==> config.mk <==
export PLATFORM = sky130hd
export DESIGN_NAME = hba_ctrl
export DESIGN_NICKNAME = d
export VERILOG_FILES = /design/src/hw/rtl/hba_pkg.sv /design/src/hw/rtl/hba_ctrl.sv
export VERILOG_INCLUDE_DIRS = /design/src /design/src/hw/rtl
export SDC_FILE = /design/constraint.sdc
export NUM_CORES = 1
export LEC_CHECK = 0
export ABC_AREA = 1
export BUFFER_PORTS_ARGS = -buffer_cell sky130_fd_sc_hd__buf_2
export CORE_MARGIN = 8
export CORE_UTILIZATION = 48
export CTS_CLUSTER_DIAMETER = 40
export DETAILED_ROUTE_END_ITERATION = 8
export MAX_ROUTING_LAYER = met4
export PLACE_DENSITY = 0.84
export REMOVE_ABC_BUFFERS = 1
export SETUP_SLACK_MARGIN = 0.2
export SYNTH_ARGS = -nofsm -noshare
export SYNTH_HDL_FRONTEND = slang
export SYNTH_SLANG_ARGS = --single-unit
==> constraint.sdc <==
create_clock -name clk -period 3.68 [get_ports clk]
set_clock_uncertainty 0.15 [all_clocks]
set_input_delay 0 -clock clk [delete_from_list [all_inputs] [get_ports clk]]
set_output_delay 0 -clock clk [all_outputs]
set_load 0.01 [all_outputs]
==> src/hw/rtl/heap_block_allocator_assert.svh <==
// Assertion macros shared by the heap allocator RTL.
// Every macro samples on clk and is disabled while rst is high.
`ifndef HEAP_BLOCK_ALLOCATOR_ASSERT_SVH
`define HEAP_BLOCK_ALLOCATOR_ASSERT_SVH

// Consequent must hold in the same cycle as the antecedent.
`define HBA_ASSERT_NOW(label, ante, cons, msg) \
  label: assert property (@(posedge clk) disable iff (rst) (ante) |-> (cons)) \
    else $error(msg);

// Consequent must hold in the cycle after the antecedent.
`define HBA_ASSERT_NEXT(label, ante, cons, msg) \
  label: assert property (@(posedge clk) disable iff (rst) (ante) |=> (cons)) \
    else $error(msg);

`endif

==> src/hw/rtl/hba_pkg.sv <==
// Shared types and constants of the heap block allocator.
// Used by the controller, the datapath and the top level; depends on nothing.
`default_nettype none

package hba_pkg;

  localparam int DEF_FREE_ENTRIES = 64;
  localparam int DEF_USED_ENTRIES = 64;
  localparam int DEF_ADDR_BITS    = 32;

  localparam logic [7:0] HDR_RESET = 8'd24;

  // Configuration register indexes.
  localparam logic CFG_FIT_MODE = 1'b0;
  localparam logic CFG_HEADER   = 1'b1;

  // Request functions.
  localparam logic FUNC_ALLOC   = 1'b0;
  localparam logic FUNC_RELEASE = 1'b1;

  // Fit modes.
  localparam logic FIT_FIRST = 1'b0;

  // Result status codes.
  localparam logic [1:0] ST_OK        = 2'd0;
  localparam logic [1:0] ST_FULL      = 2'd1;
  localparam logic [1:0] ST_UNKNOWN   = 2'd2;
  localparam logic [1:0] ST_EXHAUSTED = 2'd3;

  // Table scan kinds.
  localparam logic [1:0] SCAN_ALLOC = 2'd0;
  localparam logic [1:0] SCAN_USED  = 2'd1;
  localparam logic [1:0] SCAN_FREE  = 2'd2;

  typedef struct packed {
    logic       load;
    logic       scan_init;
    logic       scan_step;
    logic [1:0] scan_kind;
    logic       grow;
    logic       split;
    logic       take;
    logic       used_add;
    logic       rel_init;
    logic       merge_write;
    logic       total_add;
    logic       dn_init;
    logic       dn_step;
    logic       dn_used;
    logic       up_init;
    logic       up_step;
    logic       ins;
    logic       finish;
    logic [1:0] fin_status;
  } hba_cmd_t;

  typedef struct packed {
    logic func;
    logic used_full;
    logic hdr_over;
    logic scan_done;
    logic scan_stop;
    logic found;
    logic overflow;
    logic split_fit;
    logic mp;
    logic mn;
    logic free_full;
    logic dn_last;
    logic up_last;
  } hba_stat_t;

endpackage

`default_nettype wire

==> src/hw/rtl/hba_ctrl.sv <==
// Controller state machine of the heap block allocator.
// Drives hba_datapath through hba_pkg command and status structs.
`default_nettype none
`include "heap_block_allocator_assert.svh"

module hba_ctrl
  import hba_pkg::*;
(
  input  wire logic      clk,
  input  wire logic      rst,
  input  wire logic      start,
  output logic           busy,
  output logic           done,
  output hba_cmd_t       cmd,
  input  wire hba_stat_t st
);

  localparam logic [3:0] S_IDLE      = 4'd0;
  localparam logic [3:0] S_CHK       = 4'd1;
  localparam logic [3:0] S_ALC_SCAN  = 4'd2;
  localparam logic [3:0] S_ALC_DEC   = 4'd3;
  localparam logic [3:0] S_ALC_FDN   = 4'd4;
  localparam logic [3:0] S_ALC_USED  = 4'd5;
  localparam logic [3:0] S_REL_USCAN = 4'd6;
  localparam logic [3:0] S_REL_FSCAN = 4'd7;
  localparam logic [3:0] S_REL_MERGE = 4'd8;
  localparam logic [3:0] S_REL_FDN   = 4'd9;
  localparam logic [3:0] S_REL_FUP   = 4'd10;
  localparam logic [3:0] S_REL_INS   = 4'd11;
  localparam logic [3:0] S_REL_UREM  = 4'd12;
  localparam logic [3:0] S_REL_UDN   = 4'd13;
  localparam logic [3:0] S_REL_DONE  = 4'd14;

  logic [3:0] state, state_next;

  assign busy = state != S_IDLE;

  always_comb begin
    cmd        = '0;
    state_next = state;
    case (state)
      S_IDLE: begin
        if (start) begin
          cmd.load   = 1'b1;
          state_next = S_CHK;
        end
      end
      S_CHK: begin
        if (st.func == FUNC_RELEASE) begin
          if (st.hdr_over) begin
            cmd.finish     = 1'b1;
            cmd.fin_status = ST_UNKNOWN;
            state_next     = S_IDLE;
          end else begin
            cmd.rel_init  = 1'b1;
            cmd.scan_init = 1'b1;
            cmd.scan_kind = SCAN_USED;
            state_next    = S_REL_USCAN;
          end
        end else if (st.used_full) begin
          cmd.finish     = 1'b1;
          cmd.fin_status = ST_FULL;
          state_next     = S_IDLE;
        end else begin
          cmd.scan_init = 1'b1;
          cmd.scan_kind = SCAN_ALLOC;
          state_next    = S_ALC_SCAN;
        end
      end
      S_ALC_SCAN: begin
        cmd.scan_step = 1'b1;
        cmd.scan_kind = SCAN_ALLOC;
        if (st.scan_done) begin
          state_next = S_ALC_DEC;
        end
      end
      S_ALC_DEC: begin
        if (!st.found) begin
          if (st.overflow) begin
            cmd.finish     = 1'b1;
            cmd.fin_status = ST_EXHAUSTED;
            state_next     = S_IDLE;
          end else begin
            cmd.grow   = 1'b1;
            state_next = S_ALC_USED;
          end
        end else if (st.split_fit) begin
          cmd.split  = 1'b1;
          state_next = S_ALC_USED;
        end else begin
          cmd.take    = 1'b1;
          cmd.dn_init = 1'b1;
          state_next  = S_ALC_FDN;
        end
      end
      S_ALC_FDN: begin
        cmd.dn_step = 1'b1;
        if (st.dn_last) begin
          state_next = S_ALC_USED;
        end
      end
      S_ALC_USED: begin
        cmd.used_add   = 1'b1;
        cmd.finish     = 1'b1;
        cmd.fin_status = ST_OK;
        state_next     = S_IDLE;
      end
      S_REL_USCAN: begin
        cmd.scan_step = 1'b1;
        cmd.scan_kind = SCAN_USED;
        if (st.scan_done) begin
          if (st.scan_stop) begin
            cmd.scan_init = 1'b1;
            state_next    = S_REL_FSCAN;
          end else begin
            cmd.finish     = 1'b1;
            cmd.fin_status = ST_UNKNOWN;
            state_next     = S_IDLE;
          end
        end
      end
      S_REL_FSCAN: begin
        cmd.scan_step = 1'b1;
        cmd.scan_kind = SCAN_FREE;
        if (st.scan_done) begin
          state_next = S_REL_MERGE;
        end
      end
      S_REL_MERGE: begin
        if (st.mp && st.mn) begin
          cmd.merge_write = 1'b1;
          cmd.dn_init     = 1'b1;
          state_next      = S_REL_FDN;
        end else if (st.mp || st.mn) begin
          cmd.merge_write = 1'b1;
          state_next      = S_REL_UREM;
        end else if (st.free_full) begin
          cmd.finish     = 1'b1;
          cmd.fin_status = ST_FULL;
          state_next     = S_IDLE;
        end else begin
          cmd.up_init = 1'b1;
          state_next  = S_REL_FUP;
        end
      end
      S_REL_FDN: begin
        cmd.dn_step = 1'b1;
        if (st.dn_last) begin
          state_next = S_REL_UREM;
        end
      end
      S_REL_FUP: begin
        cmd.up_step = 1'b1;
        if (st.up_last) begin
          state_next = S_REL_INS;
        end
      end
      S_REL_INS: begin
        cmd.ins    = 1'b1;
        state_next = S_REL_UREM;
      end
      S_REL_UREM: begin
        cmd.total_add = 1'b1;
        cmd.dn_init   = 1'b1;
        cmd.dn_used   = 1'b1;
        state_next    = S_REL_UDN;
      end
      S_REL_UDN: begin
        cmd.dn_step = 1'b1;
        cmd.dn_used = 1'b1;
        if (st.dn_last) begin
          state_next = S_REL_DONE;
        end
      end
      S_REL_DONE: begin
        cmd.finish     = 1'b1;
        cmd.fin_status = ST_OK;
        state_next     = S_IDLE;
      end
      default: begin
        state_next = S_IDLE;
      end
    endcase
  end

  always_ff @(posedge clk) begin
    if (rst) begin
      state <= S_IDLE;
      done  <= 1'b0;
    end else begin
      state <= state_next;
      done  <= cmd.finish;
    end
  end

  `HBA_ASSERT_NOW(a_done_idle, done, state == S_IDLE, "result strobe outside idle")
  `HBA_ASSERT_NEXT(a_accept_busy, (state == S_IDLE) && start, busy, "request accepted but not busy")
  `HBA_ASSERT_NOW(a_idle_quiet, (state == S_IDLE) && !start, cmd == '0, "command issued while idle")

endmodule

`default_nettype wire

---- Word-level counts from Yosys, hierarchy flattened ----
Cells that the tools add are included.
Widths: inputs -> output; s select.
storage, ports and cells
  bits in registers ....................... 5
  output and inout bits ................... 23
  input port bits ......................... 16
cells by class
  muxes and demuxes ....................... 66
  eq/ne operators ......................... 22
  reductions and logical operators ........ 9
operators by type and width
  operator            number
  $mux 4              13
  $pmux 4 s13         1
  $mux 3              14
  $mux 1              31
  $eq 4x4->1 const B  7
  $eq 4x3->1 const B  4
  $ne 2x2->1 const B  8
  $pmux 3 s5          1
  $eq 4x2->1 const B  2
  $reduce_and 8->1    1
  $mux 2              3
  $pmux 2 s3          1
  $reduce_or 3->1     2
  $eq 4x1->1 const B  1
  $logic_not 4->1     1
  $reduce_bool 4->1   1
  $reduce_or 2->1     2
  $pmux 1 s3          1
  $pmux 1 s2          1
  $logic_and 1x1->1   1
  $logic_or 1x1->1    1

---- Longest topological paths before layout ----
  depth in word-level cells ............... 4
  mapped depth ............................ 10
  depth with buffers taken out ............ 10

---- Least setup slack after synthesis ----
Ideal clock, no wire load.
  path type ............................... register to output
  start ................................... register state[3]
  end ..................................... output port cmd[8] in the netlist's numbering
  slack ................................... 2.210 ns
  data required time ...................... 3.530 ns
  arrival time ............................ 1.320 ns
  stages on the path, launching flop included .. 6
  cell sequence ........................... dfxtp_1 -> buf_4 -> nor2_4 -> inv_1 -> nor4_1 -> or2_2
RTL lines
  element                 line             source
  from (decl)             hba_ctrl.sv:34   logic [3:0] state, state_next;
  from (signal assigned)  hba_ctrl.sv:191  state <= state_next;
  to (decl)               hba_ctrl.sv:14   output hba_cmd_t cmd,

==> reports/metrics.yaml <==
outcome:
  run_status: "completed"
worst_hold_path:
  hold_start: "st[0]"
  min_to: "state[1]"
  hold-path-cell-count: 6
  hp-class: "primary input to flip-flop"
synthesis:
  ys_seq_elements: 5
  yosysMostFrequentCell: "nand2_1"
  synth_top_area_frac: 0.236
  synth_edf_count: 0
  synth.top_cells.by_count: "nand2_1 (48), inv_1 (32), nor2_1 (23), nand3_1 (16), a21oi_1 (6)"
  synth_area_um2: 762
  yosys-top-cells-area: "nand2_1 (24%), inv_1 (16%), dfxtp_1 (13%), nor2_1 (11%), nand3_1 (11%)"
  synth_flop_cell: "dfxtp_1"
  synth_top_area_cell: "nand2_1"
  yosysSeqAreaShare: 0.131
  syn_inst: 154
  async_reset_ff_frac: 0
  yosysWarnings: 0
  synth.distinct_cells: 18
  synth_area_per_cell_um2: 4.95
clocking:
  clkLatencyLatePin_ns: 0.24
  cts_setup_buffers: 0
  htree_levels: 1
  cts.repair.resized: 0
  numCtsBuffers: 3
  clk_pin_slew_worst_paths_ns: 0.05
  cts.sinks: 5
  cts_hold_buf: 1
  cts_tree: "built"
  cts_max_path_buffers: 2
  root_buffer: "clkbuf_4"
place:
  gp_congestion: 0.952
  place_ws_ns: 2.07
  hpwlAfterDp_mm: 2.07
  numPortBuffers: 38
  numPlacedInstances: 206
detailed_routing:
  routed_wl_mm: 2.42
  ant_nets: 0
  vias_per_cell: 4.97
  drt_first_pass_iters: 5
  wl_per_cell_um: 11.5
  drt_iter0_markers: 37
  num_vias: 1048
  drc: 0
final_layout:
  fillCellCount: 157
  area_growth_pct: 30.7
  fin_cells: 211
  drive_gt1_frac: 0.256
  antenna_cells: 0
  layout.nets: 215
setup_path:
  arrival_ns: 1.72
  r2r_setup_slack_ns: 2.04
  crit_path_start_kind: "flip-flop"
  rr_endpoint: "done"
  cp_max_fo: 8
  r2r_cells: 6
  rr_startpoint: "state[3]"
  cp.required_ns: 3.53
  cp-end-kind: "output port"
  timing_worst_setup_path_type: "flip-flop to output port"
sta:
  setup_tns_ns: 0
  setup_viol: 0
  rsz0062_at_grt: "false"
  max_freq_mhz: 536
  tightest_slew_ns: 0.371
  period_minus_slack_ns: 1.87
  slew_violations: 0
  hold_viol: 0
  fin_crit_sh: 0.507
  setup_slack_ns: 1.81
  timing.slew.headroom: 0.752
floorplanning:
  die_x_um: 55.8
  coreArea_mm2: 0.00151
  start_util: 0.506
  ioPinCount: 39
  dieHeight_um: 55.8
  dieArea_mm2: 0.00312
  rows: 14
grt:
  grt_usage: 0.154
  grt_pass1_vias: 1016
  antenna_found_initial: 0
  grt_pass1_wl_mm: 4.14
  grt-ovfl-total: 0
  grt_max_degree: 9
power_and_ir_drop:
  power_density_mw_per_mm2: 434
  p_leak_nw: 0.711
  ir_worst_vdd_mv: 0.362
run:
  cap_violations: 0
-- critical path, stage by stage, from the launching register on --
cell and delay (ns):
dfxtp_1 0.54, inv_1 0.10, nor2_2 0.20, nand2_1 0.12, o21ai_0 0.23, nor2_1 0.10
nand2_1 0.07, buf_2 0.12
-- routing by layer --
metal	routed length [um]	GRT usage
met5	0	-
met4	2	0.0515
met1	1020	0.180
met2	1130	0.247
met3	267	0.0457
-- worst max path at each step --
stage,startpoint,end,slack (ns),cells past startpoint
finish,state[3],cmd[2],1.81,7
global route,state[3],cmd[2],1.66,7
CTS,state[3],cmd[2],1.81,7
detailed placement,state[3],done,2.07,6
global placement,state[3],done,2.13,6
floorplan,state[3],done,2.23,6
-- cell usage in the layout, fill, tap and decap left out, types with 2 or more instances in the layout --
master,count
o22ai_1,3
o21ai_0,3
buf_2,38
clkbuf_4,3
nor2_1,23
nand3_1,16
inv_2,3
ha_1,3
nand2_1,48
a21oi_1,6
dfxtp_1,5
nor3_1,2
nor2_4,2
inv_1,32
nor2_2,3
-- state kept, by name, summed over array words and instances (netlist names) --
| signal | cells |
|---|---|
| state | 4 |
| done | 1 |
-- power breakdown --
part / internal [mW] / switching, mW
Clock: 0.0409 / 0.0210
Sequential: 0.0676 / 0.0237
Combinational: 0.0959 / 0.183
Total: 0.204 / 0.227
-- stage by stage --
stage,area [um^2],total power [mW],utilization,hold WS (ns)
after CTS,996,0.433,0.661,0.0516
after global routing,996,0.482,0.661,0.0644
after global placement,960,0.364,0.637,0.0760
final,996,0.432,0.661,0.0559
after detailed placement,960,0.367,0.637,0.0856
after floorplan,749,0.277,-,-0.0912
-- cell type report --
cell class | count | area, um^2 | area share
Multi-Input combinational cell | 112 | 518 | 0.520
Inverter | 35 | 131 | 0.132
Tap cell | 16 | 20.0 | 0.0201
Timing Repair Buffer | 39 | 200 | 0.201
Clock buffer | 4 | 26.3 | 0.0264
Sequential cell | 5 | 100 | 0.101
-- cells by family after synthesis --
family	share of synthesized area
flops	0.131
buf+inv	0.189
simple gates	0.547
compound gates	0.0837
fa+ha+maj	0.0493
No activity file was read; power rests on OpenSTA's default activity.
